<file path="config.mk">
export PLATFORM = sky130hd
export DESIGN_NAME = ring_deque_with_keyed_remove_flat
export DESIGN_NICKNAME = d
export VERILOG_FILES = /design/src/rdq_pkg.sv /design/src/rdq_ifs.sv /design/src/ring_deque_with_keyed_remove.sv /design/src/flat_wrapper.sv
export SDC_FILE = /design/constraint.sdc
export NUM_CORES = 1
export LEC_CHECK = 0
export BUFFER_PORTS_ARGS = -buffer_cell sky130_fd_sc_hd__buf_2
export CORE_UTILIZATION = 30
export CTS_BUF_LIST = sky130_fd_sc_hd__clkbuf_16
export DETAILED_ROUTE_END_ITERATION = 8
export PLACE_DENSITY_LB_ADDON = 0.25
export REMOVE_ABC_BUFFERS = 1
export SYNTH_ARGS = -nofsm -noshare
export SYNTH_HDL_FRONTEND = slang
export SYNTH_SLANG_ARGS = --single-unit
</file>
<file path="constraint.sdc">
create_clock -name clk -period 3.7 [get_ports clk]
set_input_delay 0 -clock clk [delete_from_list [all_inputs] [get_ports clk]]
set_output_delay 0 -clock clk [all_outputs]
set_load 0.005 [all_outputs]
</file>
<file path="src/rdq_pkg.sv">
// ----------------------------------------------------------------------------
// rdq_pkg
// Shared constants, codes, types and pointer helpers for the ring deque.
// ----------------------------------------------------------------------------
`timescale 1ns / 1ps
`default_nettype none

package rdq_pkg;

  // storage geometry
  localparam int CAPACITY   = 16;
  localparam int DATA_WIDTH = 32;
  localparam int PTR_W      = (CAPACITY > 1) ? $clog2(CAPACITY) : 1;
  localparam int CNT_W      = $clog2(CAPACITY + 1);

  // channel field widths
  localparam int OPCODE_W = 3;
  localparam int VALUE_W  = 32;
  localparam int KEY_W    = 32;
  localparam int POS_W    = 4;
  localparam int DOUT_W   = 32;
  localparam int STATUS_W = 2;
  localparam int OCC_W    = 5;

  localparam logic [PTR_W-1:0] LAST_PTR = PTR_W'(CAPACITY - 1);
  localparam logic [CNT_W-1:0] CAP_CNT  = CNT_W'(CAPACITY);

  // operation codes
  localparam logic [OPCODE_W-1:0] OP_PUSH     = 3'd0;
  localparam logic [OPCODE_W-1:0] OP_POP      = 3'd1;
  localparam logic [OPCODE_W-1:0] OP_POP_NEW  = 3'd2;
  localparam logic [OPCODE_W-1:0] OP_PEEK_NEW = 3'd3;
  localparam logic [OPCODE_W-1:0] OP_GET      = 3'd4;
  localparam logic [OPCODE_W-1:0] OP_SEARCH   = 3'd5;
  localparam logic [OPCODE_W-1:0] OP_REMOVE   = 3'd6;

  // status codes
  localparam logic [STATUS_W-1:0] ST_OK    = 2'd0;
  localparam logic [STATUS_W-1:0] ST_EMPTY = 2'd1;
  localparam logic [STATUS_W-1:0] ST_FULL  = 2'd2;
  localparam logic [STATUS_W-1:0] ST_MISS  = 2'd3;

  typedef enum logic [4:0] {
    S_IDLE  = 5'b00001,
    S_READ  = 5'b00010,
    S_SCAN  = 5'b00100,
    S_SHIFT = 5'b01000,
    S_RESP  = 5'b10000
  } state_t;

  // slot index p + d, wrapped at the capacity
  function automatic logic [PTR_W-1:0] wrap_add(input logic [PTR_W-1:0] p,
                                                input logic [PTR_W-1:0] d);
    logic [PTR_W:0] s;
    s = {1'b0, p} + {1'b0, d};
    if (s >= (PTR_W + 1)'(CAPACITY)) begin
      s = s - (PTR_W + 1)'(CAPACITY);
    end
    return s[PTR_W-1:0];
  endfunction

  function automatic logic [PTR_W-1:0] wrap_inc(input logic [PTR_W-1:0] p);
    return (p == LAST_PTR) ? '0 : p + 1'b1;
  endfunction

  function automatic logic [PTR_W-1:0] wrap_dec(input logic [PTR_W-1:0] p);
    return (p == '0) ? LAST_PTR : p - 1'b1;
  endfunction

endpackage

`default_nettype wire

</file>
<file path="src/rdq_ifs.sv">
// ----------------------------------------------------------------------------
// rdq_ifs
// Request and response channels of the ring deque, valid/ready handshake.
// ----------------------------------------------------------------------------
`timescale 1ns / 1ps
`default_nettype none

interface rdq_req_if import rdq_pkg::*; ();
  logic                valid;
  logic                ready;
  logic [OPCODE_W-1:0] opcode;
  logic [VALUE_W-1:0]  value;
  logic [KEY_W-1:0]    key;
  logic [POS_W-1:0]    position;

  modport source (output valid, opcode, value, key, position, input ready);
  modport sink   (input valid, opcode, value, key, position, output ready);
endinterface

interface rdq_rsp_if import rdq_pkg::*; ();
  logic                valid;
  logic                ready;
  logic [DOUT_W-1:0]   data;
  logic [STATUS_W-1:0] status;
  logic [OCC_W-1:0]    occupancy;

  modport source (output valid, data, status, occupancy, input ready);
  modport sink   (input valid, data, status, occupancy, output ready);
endinterface

`default_nettype wire

</file>
<file path="src/ring_deque_with_keyed_remove.sv">
// ----------------------------------------------------------------------------
// ring_deque_with_keyed_remove
// Fixed-capacity circular deque with push, pops, peek, get, search, remove.
// ----------------------------------------------------------------------------
// Usage: requests arrive on in_req (opcode, value, key, position) and each
// produces exactly one response on out_rsp (data, status, occupancy).
// A transfer happens when valid and ready are both high at a rising edge.
// The words live in a single-port-write, single-port-read memory with a
// registered read; the controller takes one request at a time.
// Push, refused ops, an empty deque and an unknown opcode go straight to the
// response register; pop, pop newest, peek and get first do a registered
// memory read; search scans from the oldest word, up to 16 slots; remove
// searches, then shifts up to 8 words to close the gap.
// Scanning and shifting move one slot per cycle through the memory read
// port. in_req.ready is high while the controller is idle, which it is again
// from the edge that loads the response register, so the next request is
// taken only once the current one has been answered. The response sits in an
// output register, so a new request is accepted while a result still waits.
// A stalled receiver holds the response and stops the next completion only.
// Synchronous active-low reset empties the deque; the memory itself is not
// cleared.
`timescale 1ns / 1ps
`default_nettype none

module ring_deque_with_keyed_remove import rdq_pkg::*; (
  input  wire logic  clk,
  input  wire logic  rst_n,
  rdq_req_if.sink    in_req,
  rdq_rsp_if.source  out_rsp
);

  logic [DATA_WIDTH-1:0] slot_mem [CAPACITY];

  state_t                state_r, state_nxt;
  logic [OPCODE_W-1:0]   op_r, op_nxt;
  logic [DATA_WIDTH-1:0] key_r, key_nxt;
  logic [PTR_W-1:0]      idx_r, idx_nxt;
  logic [PTR_W-1:0]      sh_r, sh_nxt;
  logic                  up_r, up_nxt;
  logic [PTR_W-1:0]      oldest_r, oldest_nxt;
  logic [PTR_W-1:0]      newest_r, newest_nxt;
  logic [CNT_W-1:0]      count_r, count_nxt;
  logic [DOUT_W-1:0]     res_data_r, res_data_nxt;
  logic [STATUS_W-1:0]   res_status_r, res_status_nxt;
  logic                  out_valid_r, out_valid_nxt;
  logic [DOUT_W-1:0]     out_data_r, out_data_nxt;
  logic [STATUS_W-1:0]   out_status_r, out_status_nxt;
  logic [OCC_W-1:0]      out_occ_r, out_occ_nxt;

  logic [DATA_WIDTH-1:0] rd_data_r;
  logic [PTR_W-1:0]      rd_addr;
  logic                  mem_we;
  logic [PTR_W-1:0]      mem_waddr;
  logic [DATA_WIDTH-1:0] mem_wdata;
  logic                  fin_up, fin_down;
  logic                  req_xfer;
  logic [CNT_W-1:0]      idx_ext, sh_ext;

  assign in_req.ready      = (state_r == S_IDLE);
  assign req_xfer          = in_req.valid && in_req.ready;
  assign out_rsp.valid     = out_valid_r;
  assign out_rsp.data      = out_data_r;
  assign out_rsp.status    = out_status_r;
  assign out_rsp.occupancy = out_occ_r;

  assign idx_ext = CNT_W'(idx_r);
  assign sh_ext  = CNT_W'(sh_r);

  always_comb begin
    state_nxt      = state_r;
    op_nxt         = op_r;
    key_nxt        = key_r;
    idx_nxt        = idx_r;
    sh_nxt         = sh_r;
    up_nxt         = up_r;
    oldest_nxt     = oldest_r;
    newest_nxt     = newest_r;
    count_nxt      = count_r;
    res_data_nxt   = res_data_r;
    res_status_nxt = res_status_r;
    out_valid_nxt  = out_valid_r && !out_rsp.ready;
    out_data_nxt   = out_data_r;
    out_status_nxt = out_status_r;
    out_occ_nxt    = out_occ_r;
    rd_addr        = oldest_r;
    mem_we         = 1'b0;
    mem_waddr      = newest_r;
    mem_wdata      = in_req.value[DATA_WIDTH-1:0];
    fin_up         = 1'b0;
    fin_down       = 1'b0;

    case (state_r)
      S_IDLE: begin
        if (req_xfer) begin
          op_nxt         = in_req.opcode;
          key_nxt        = in_req.key[DATA_WIDTH-1:0];
          res_data_nxt   = '0;
          res_status_nxt = ST_OK;
          state_nxt      = S_RESP;
          if (in_req.opcode == OP_PUSH) begin
            if (count_r == CAP_CNT) begin
              res_status_nxt = ST_FULL;
            end else begin
              mem_we     = 1'b1;
              newest_nxt = wrap_inc(newest_r);
              count_nxt  = count_r + 1'b1;
            end
          end else if (in_req.opcode == OP_POP || in_req.opcode == OP_POP_NEW ||
                       in_req.opcode == OP_PEEK_NEW || in_req.opcode == OP_GET ||
                       in_req.opcode == OP_SEARCH || in_req.opcode == OP_REMOVE) begin
            if (count_r == '0) begin
              res_status_nxt = ST_EMPTY;
            end else if (in_req.opcode == OP_POP) begin
              rd_addr    = oldest_r;
              oldest_nxt = wrap_inc(oldest_r);
              count_nxt  = count_r - 1'b1;
              state_nxt  = S_READ;
            end else if (in_req.opcode == OP_POP_NEW) begin
              rd_addr    = wrap_dec(newest_r);
              newest_nxt = wrap_dec(newest_r);
              count_nxt  = count_r - 1'b1;
              state_nxt  = S_READ;
            end else if (in_req.opcode == OP_PEEK_NEW) begin
              rd_addr   = wrap_dec(newest_r);
              state_nxt = S_READ;
            end else if (in_req.opcode == OP_GET) begin
              if (CNT_W'(in_req.position) >= count_r) begin
                res_status_nxt = ST_MISS;
              end else begin
                rd_addr   = wrap_add(oldest_r, PTR_W'(in_req.position));
                state_nxt = S_READ;
              end
            end else begin
              // search and remove start the scan at the oldest word
              rd_addr   = oldest_r;
              idx_nxt   = '0;
              state_nxt = S_SCAN;
            end
          end
        end
      end

      S_READ: begin
        res_data_nxt = DOUT_W'(rd_data_r);
        state_nxt    = S_RESP;
      end

      S_SCAN: begin
        // rd_data_r holds the word at position idx_r; next read is issued ahead
        rd_addr = wrap_add(oldest_r, idx_r + 1'b1);
        if (rd_data_r == key_r) begin
          res_data_nxt = DOUT_W'(rd_data_r);
          state_nxt    = S_RESP;
          if (op_r == OP_REMOVE) begin
            if (idx_ext > (count_r >> 1)) begin
              up_nxt = 1'b1;
              if (idx_ext + 1'b1 < count_r) begin
                sh_nxt    = idx_r + 1'b1;
                state_nxt = S_SHIFT;
              end else begin
                fin_up = 1'b1;
              end
            end else begin
              up_nxt = 1'b0;
              if (idx_r != '0) begin
                rd_addr   = wrap_add(oldest_r, idx_r - 1'b1);
                sh_nxt    = idx_r - 1'b1;
                state_nxt = S_SHIFT;
              end else begin
                fin_down = 1'b1;
              end
            end
          end
        end else if (idx_ext + 1'b1 >= count_r) begin
          res_status_nxt = ST_MISS;
          state_nxt      = S_RESP;
        end else begin
          idx_nxt = idx_r + 1'b1;
        end
      end

      S_SHIFT: begin
        mem_we    = 1'b1;
        mem_wdata = rd_data_r;
        if (up_r) begin
          // newer words move one slot toward the oldest end
          mem_waddr = wrap_add(oldest_r, sh_r - 1'b1);
          rd_addr   = wrap_add(oldest_r, sh_r + 1'b1);
          if (sh_ext + 1'b1 < count_r) begin
            sh_nxt = sh_r + 1'b1;
          end else begin
            fin_up    = 1'b1;
            state_nxt = S_RESP;
          end
        end else begin
          // older words move one slot toward the newest end
          mem_waddr = wrap_add(oldest_r, sh_r + 1'b1);
          rd_addr   = wrap_add(oldest_r, sh_r - 1'b1);
          if (sh_r != '0) begin
            sh_nxt = sh_r - 1'b1;
          end else begin
            fin_down  = 1'b1;
            state_nxt = S_RESP;
          end
        end
      end

      S_RESP: begin
        if (!out_valid_r || out_rsp.ready) begin
          out_valid_nxt  = 1'b1;
          out_data_nxt   = res_data_r;
          out_status_nxt = res_status_r;
          out_occ_nxt    = OCC_W'(count_r);
          state_nxt      = S_IDLE;
        end
      end

      default: begin
        state_nxt = S_IDLE;
      end
    endcase

    if (fin_up) begin
      newest_nxt = wrap_dec(newest_r);
      count_nxt  = count_r - 1'b1;
    end
    if (fin_down) begin
      oldest_nxt = wrap_inc(oldest_r);
      count_nxt  = count_r - 1'b1;
    end
  end

  always_ff @(posedge clk) begin
    if (mem_we) begin
      slot_mem[mem_waddr] <= mem_wdata;
    end
    rd_data_r <= slot_mem[rd_addr];
  end

  always_ff @(posedge clk) begin
    if (!rst_n) begin
      state_r     <= S_IDLE;
      oldest_r    <= '0;
      newest_r    <= '0;
      count_r     <= '0;
      out_valid_r <= 1'b0;
    end else begin
      state_r     <= state_nxt;
      oldest_r    <= oldest_nxt;
      newest_r    <= newest_nxt;
      count_r     <= count_nxt;
      out_valid_r <= out_valid_nxt;
    end
  end

  always_ff @(posedge clk) begin
    op_r         <= op_nxt;
    key_r        <= key_nxt;
    idx_r        <= idx_nxt;
    sh_r         <= sh_nxt;
    up_r         <= up_nxt;
    res_data_r   <= res_data_nxt;
    res_status_r <= res_status_nxt;
    out_data_r   <= out_data_nxt;
    out_status_r <= out_status_nxt;
    out_occ_r    <= out_occ_nxt;
  end

  a_count_bound : assert property (@(posedge clk) disable iff (!rst_n)
    count_r <= CAP_CNT)
    else $error("occupancy above capacity");

  a_ptr_consistent : assert property (@(posedge clk) disable iff (!rst_n)
    (state_r == S_IDLE) |->
      ((count_r == CAP_CNT) && (newest_r == oldest_r)) ||
      ((count_r != CAP_CNT) && (wrap_add(oldest_r, PTR_W'(count_r)) == newest_r)))
    else $error("newest pointer does not match oldest plus count");

  a_full_status : assert property (@(posedge clk) disable iff (!rst_n)
    (out_valid_r && out_status_r == ST_FULL) |-> (out_occ_r == OCC_W'(CAPACITY)))
    else $error("full status reported below capacity");

  a_write_state : assert property (@(posedge clk) disable iff (!rst_n)
    mem_we |-> ((state_r == S_IDLE && req_xfer) || state_r == S_SHIFT))
    else $error("memory write outside push or shift");

endmodule

`default_nettype wire
</file>
<file path="src/flat_wrapper.sv">
// flat-port wrapper written by rule: the top's interface ports become plain ports
module ring_deque_with_keyed_remove_flat import rdq_pkg::*;
  (clk, rst_n, in_req_valid, in_req_opcode, in_req_value, in_req_key, in_req_position, in_req_ready, out_rsp_valid, out_rsp_data, out_rsp_status, out_rsp_occupancy, out_rsp_ready);
  rdq_req_if in_req_i ();
  rdq_rsp_if out_rsp_i ();
  input  wire logic clk;
  input  wire logic rst_n;
  input wire logic [$bits(in_req_i.valid)-1:0] in_req_valid;
  input wire logic [$bits(in_req_i.opcode)-1:0] in_req_opcode;
  input wire logic [$bits(in_req_i.value)-1:0] in_req_value;
  input wire logic [$bits(in_req_i.key)-1:0] in_req_key;
  input wire logic [$bits(in_req_i.position)-1:0] in_req_position;
  output wire logic [$bits(in_req_i.ready)-1:0] in_req_ready;
  output wire logic [$bits(out_rsp_i.valid)-1:0] out_rsp_valid;
  output wire logic [$bits(out_rsp_i.data)-1:0] out_rsp_data;
  output wire logic [$bits(out_rsp_i.status)-1:0] out_rsp_status;
  output wire logic [$bits(out_rsp_i.occupancy)-1:0] out_rsp_occupancy;
  input wire logic [$bits(out_rsp_i.ready)-1:0] out_rsp_ready;
  assign in_req_i.valid = in_req_valid;
  assign in_req_i.opcode = in_req_opcode;
  assign in_req_i.value = in_req_value;
  assign in_req_i.key = in_req_key;
  assign in_req_i.position = in_req_position;
  assign in_req_ready = in_req_i.ready;
  assign out_rsp_valid = out_rsp_i.valid;
  assign out_rsp_data = out_rsp_i.data;
  assign out_rsp_status = out_rsp_i.status;
  assign out_rsp_occupancy = out_rsp_i.occupancy;
  assign out_rsp_i.ready = out_rsp_ready;
  ring_deque_with_keyed_remove u_core (.clk(clk), .rst_n(rst_n), .in_req(in_req_i), .out_rsp(out_rsp_i));
endmodule
</file>
# == Word level (Yosys, flattened, before mapping) ==
# Memory sizes are Yosys's and may differ from the RTL's. A register that Yosys moved wholly into a read port is not among the register bits.
# Cells that the tools add are included.
# classes
eq_ne,44
n_addsub,21
order_cmp,10
mux,131
reduce_logical,41
# op_table
cell,count
4-bit 2-to-1 mux,58
5-bit 2-to-1 mux,29
32-bit 2-to-1 mux,3
32-bit case mux with 3 select lines,1
32-bit equality test,1
"4-bit by 1-bit subtractor with 4-bit output, second input constant",8
4-bit by 4-bit adder with 5-bit output,5
"5-bit greater-or-equal comparator, second input constant",5
5-bit case mux with 5 select lines,1
2-bit 2-to-1 mux,12
1-bit 2-to-1 mux,20
"2-bit inequality test, second input constant",10
"4-bit by 1-bit adder with 4-bit output, second input constant",4
4-bit case mux with 2 select lines,2
2-bit nonzero test,8
"3-bit by 1-bit inequality test with 1-bit output, second input constant",5
3-bit nonzero test,5
7-bit AND reduction,2
"3-bit equality test, second input constant",4
"2-bit by 1-bit inequality test with 1-bit output, second input constant",6
4-bit case mux with 3 select lines,1
6-bit AND reduction,2
4-bit nonzero test,3
11-bit AND reduction,1
other kinds (32),51
# word_totals
out_inout_bits,41
mem_count,1
regBits,136
mem_bits_rw,512
# mem_list
name,depth,width,read_ports,rd_clocked_by_memory_dff,write_ports,line,rtl
u_core.slot_mem,16,32,1,1,1,ring_deque_with_keyed_remove.sv:32,logic [DATA_WIDTH-1:0] slot_mem [CAPACITY];

# == Logic depth before layout (Yosys ltp) ==
# logic_depth
word_depth,13
ltp_mapped,14

# == Worst setup path after synthesis ==
# No wires, ideal clock.
# synth_timing
kind,register to register
from,register u_core.sh_r[0]
to,"memory u_core.slot_mem[15][0], enable pin"
arrival_ps,3664
setup_time_ps,421
period_less_slack_ps,4085
path_slack_ps,-385
stages_incl_launch_ff,13
path_cell_list,edfxtp_1 > inv_1 > ha_1 > inv_1 > ha_1 > a21o_1 > a21oi_1 > xnor2_1 > nand2_1 > a21oi_1 > a21oi_1 > or2_2 > nor2_1
# synth_via
elab_chain_cells,6
elab_cells_between_ends,12
classes_between,add/sub (6); order compare (2); mux (4)
# synth_rtl
item,line,rtl
"start, declared",ring_deque_with_keyed_remove.sv:38,"logic [PTR_W-1:0] sh_r, sh_nxt;"
"start signal, assigned",ring_deque_with_keyed_remove.sv:260,sh_r <= sh_nxt;
4-bit by 1-bit adder with 4-bit output or 4-bit by 1-bit subtractor with 4-bit output (tied branches),"ring_deque_with_keyed_remove.sv:197, ring_deque_with_keyed_remove.sv:187",
4-bit by 4-bit adder with 5-bit output,rdq_pkg.sv:55,"s = {1'b0, p} + {1'b0, d};"
4-bit by 1-bit subtractor with 4-bit output or 5-bit greater-or-equal comparator (tied branches),"rdq_pkg.sv:57, rdq_pkg.sv:56",
4-bit 2-to-1 mux,rdq_pkg.sv:56,if (s >= (PTR_W + 1)'(CAPACITY)) begin
4-bit 2-to-1 mux *,ring_deque_with_keyed_remove.sv:185,if (up_r) begin
4-bit 2-to-1 mux *,ring_deque_with_keyed_remove.sv:92,case (state_r)
"end, declared",ring_deque_with_keyed_remove.sv:32,
# Every way passes the cells marked *; elsewhere a longest branch is shown, timed or not.

# == Worst setup path after layout ==
# layout_timing
from,"register u_core.rd_data_r[3], read port of u_core.slot_mem"
to,"register u_core.rd_data_r[30], read port of u_core.slot_mem"
# layout_via
elab_chain_cells,3
# layout_rtl
item,line,rtl
"start, declared",ring_deque_with_keyed_remove.sv:50,logic [DATA_WIDTH-1:0] rd_data_r;
32-bit equality test,ring_deque_with_keyed_remove.sv:151,if (rd_data_r == key_r) begin
4-bit 2-to-1 mux,ring_deque_with_keyed_remove.sv:151,
4-bit case mux with 3 select lines,ring_deque_with_keyed_remove.sv:92,
# Every way passes these cells.
# A chain may end at the register's enable or synchronous reset.

==> run metrics <==
Antenna diodes=0; mapped cell area=27410 sq um; Distinct cells, synth=70; Final Max Slew Viols=0; DR pass1 iterations=7; Main synth FF type=edfxtp_1; CTS root buf=clkbuf_16; worst-skew pair later-pin latency=0.64 ns; Place WS=0.03333 ns; worst setup margin=0.1208 ns; overall power=0.02031 W; die width=304.3 um; Num CTS Buffers=72; critical path endpoint category=register; EDFF count, synth=629; met2 Track Usage GR=27.29%; layout cells sized above 1=27.89%; CP Cell Sequence=xor2_1 > nor4_1 > buf_4 > nand4_1 > buf_6 > nor4_2 > buf_4 > buf_4 > mux2_2 > o211ai_1 > buf_4 > nor2_4 > buf_12 > buf_12 > a22oi_1 > nand2_1; #FFs+latches synth=680; FP Rows=110; Final min period=3.579 ns; Slew HR=50.14%; Final nets=1930; Max Cap Viol=0; Routability Congestion=0.8296; worst min path class=in2reg; gr ovfl total=0; gr usage total=16.42%; final setup fails=0; Die Ht=304.3 um; drt total wl=76870 um; Starting Density=30.36%; Startpoint Class=register; most common cell after layout, fill and taps aside=edfxtp_1; synth warn=0; post-DP HPWL=47330 um; area grow syn2layout=22.60%; setup_tns=0 ns; maximum vdd ir drop=0.3369 mV; WS Path Type=reg2reg; Post-DRT Antenna Nets=0; residual DRC count=0; CP max stage delay=0.55 ns; fillers=8399; CTS max path bufs=3; CTS tree=done; die area=92580 sq um; asr flop ratio synth=0%; final hold vios=0; outcome=complete, no violations; Worst Path Max Fanout=9; Seq/Total Area, Yosys=72.63%; core area=90290 sq um; Pleak=11.53 nW; initial antenna violation count=5; H-tree depth=3; Crit path top cell by count=buf_4; Worst-path clk slew=0.06 ns; syn_area_per_cell=17.94 sq um; commonest cells after routing, fill and taps aside=edfxtp_1 (629), nand2_1 (162), mux4_2 (128); M1 GR Usage=22.71%; WP data required=4.21 ns; via count=15160; PwrDens=604.2 nW/um^2; number of global-route vias before repair=15810; port buffer count=115; Slew @ Worst Pin=0.7479 ns; first-pass GRT wire length=109900 um; fin crit share=96.74%; CP arrival=4.09 ns; Synth Instances=1528; drt first-iter violations=1423; GR Util met3=2.368%; DR WL/cell=25.25 um; pin count of the biggest net entering global routing=38; clk sinks=680; Max stage delay cell, worst path=dfxtp_1; routed vias/inst=4.979; Layout Skew=0.04403 ns; busiest grt layer=met2; # IOs=116; Highest Clock Rate=0.2794 GHz
[what timing repair did]
item / in CTS / in global routing
gates cloned: 0 / 3
gates resized for setup: 1 / 21
endpoints found under the setup margin: 12 / 417
buffers inserted: 0 / 4
pin swaps: 0 / 3
hold endpoints to repair: 63 / 0
hold buffers: 40 / 0
[worst max-delay path, delay by kind of cell, from the launching register on]
kind / cells / cell delay [ns]
mux: 1 / 0.34
buf+inv: 7 / 1.13
xor+xnor: 1 / 0.12
compound gates: 2 / 0.39
simple gates: 5 / 0.91
flops: 1 / 0.55
[kinds of logic (layout without fill, tap and decap cells)]
logic type      after synthesis  count (layout)  synth area share, %
flops                       680             680                72.63
simple gates                335             335                5.847
compound gates              166             166                4.346
mux                         147             147                11.24
buf+inv                      89             429                1.639
xor+xnor                     66              66                2.109
fa+ha+maj                    45              45                2.191
[cell usage after synthesis (all sizes together) (3+ instances only)]
| master | count | area (sq um) |
|---|---|---|
| ha | 40 | 500.5 |
| mux2 | 3 | 37.53 |
| inv | 23 | 86.33 |
| nor2 | 49 | 186.4 |
| a22oi | 65 | 488.0 |
| and4 | 3 | 26.28 |
| a31oi | 3 | 18.77 |
| mux4 | 128 | 2883 |
| and3 | 7 | 43.79 |
| nand3b | 6 | 45.04 |
| o21ai | 22 | 113.9 |
| xnor2 | 21 | 183.9 |
| o211ai | 3 | 22.52 |
| o21a | 4 | 30.03 |
| a21o | 9 | 68.82 |
| nand2b | 6 | 37.54 |
| and3b | 3 | 26.28 |
| nand4 | 3 | 18.77 |
| edfxtp | 629 | 18890 |
| clkbuf | 29 | 108.9 |
| o31ai | 3 | 22.52 |
| a21boi | 7 | 52.55 |
| and2 | 9 | 56.30 |
| nor2b | 42 | 262.8 |
| a221oi | 3 | 26.28 |
| fa | 5 | 100.1 |
| mux2i | 16 | 160.2 |
| buf | 37 | 254.0 |
| nor3 | 8 | 40.04 |
| or2 | 5 | 31.28 |
| nand3 | 11 | 60.06 |
| a211oi | 3 | 22.52 |
| nand2 | 162 | 608.1 |
| or3 | 4 | 25.02 |
| dfxtp | 51 | 1021 |
| nor4 | 11 | 81.32 |
| xor2 | 45 | 394.1 |
| a21oi | 24 | 123.9 |
| a2111oi | 3 | 45.05 |
[layer usage]
metal / share of wire (%) / up-vias
li1: - / 6620
met1: 45 / 8018
met2: 49 / 428
met3: 4.4 / 89
met4: 1.8 / 2
met5: 0.010 / -
[registers in the layout, indices dropped and copies added (netlist names)]
name / flops
u_core.out_rsp.data: 32
u_core.newest_r: 4
u_core.res_status_r: 2
u_core.out_rsp.status: 2
u_core.out_rsp.occupancy: 5
u_core.oldest_r: 4
u_core.state_r: 5
u_core.rd_data_r: 32
u_core.op_r: 3
u_core.res_data_r: 32
u_core.idx_r: 4
u_core.key_r: 32
u_core.sh_r: 4
u_core.up_r: 1
u_core.slot_mem: 512
u_core.out_rsp.valid: 1
u_core.count_r: 5
[through the flow]
stage,hold WS (ns),instance area (sq um),cells,util [%]
6_report,0.04607,33610,3044,37.22
5_1_grt,0.06201,33610,3044,37.22
4_1_cts,0.01235,33410,3037,37.00
3_5_place_dp,0.1790,30680,2865,33.98
3_3_place_gp,0.1792,30680,2865,33.98
2_1_floorplan,0.08635,27050,1462,-
[layout make-up]
class	instances	area (sq um)	share of cell area, %
Inverter	23	86.33	0.2569
Clock inverter	59	493.0	1.467
Multi-Input combinational cell	759	7286	21.68
Clock buffer	73	1827	5.436
Tap cell	1176	1471	4.378
Timing Repair Buffer	274	2530	7.528
Sequential cell	680	19910	59.25
[power by group]
group,internal [W],total [W],switching (W)
Clock,0.00393,0.00703,0.00310
Combinational,0.00162,0.00366,0.00204
Sequential,0.00913,0.00961,0.000477
Total,0.0147,0.0203,0.00562
[worst paths after layout]
path / start / endpoint / slack (ns) / depth (start not counted)
worst max-delay path: u_core.rd_data_r[3]$_DFF_P_ / u_core.rd_data_r[30]$_DFF_P_ / 0.12 / 16
worst min-delay path: in_req_value[29] / u_core.slot_mem[8][29]$_DFFE_PP_ / 0.05 / 3
worst min register to register: u_core.res_data_r[12]$_SDFFCE_PN0P_ / u_core.out_rsp.data[12]$_DFFE_PP_ / 0.41 / 0
worst max register to register: u_core.rd_data_r[3]$_DFF_P_ / u_core.rd_data_r[30]$_DFF_P_ / 0.12 / 16
(Power assumes the default switching activity.)
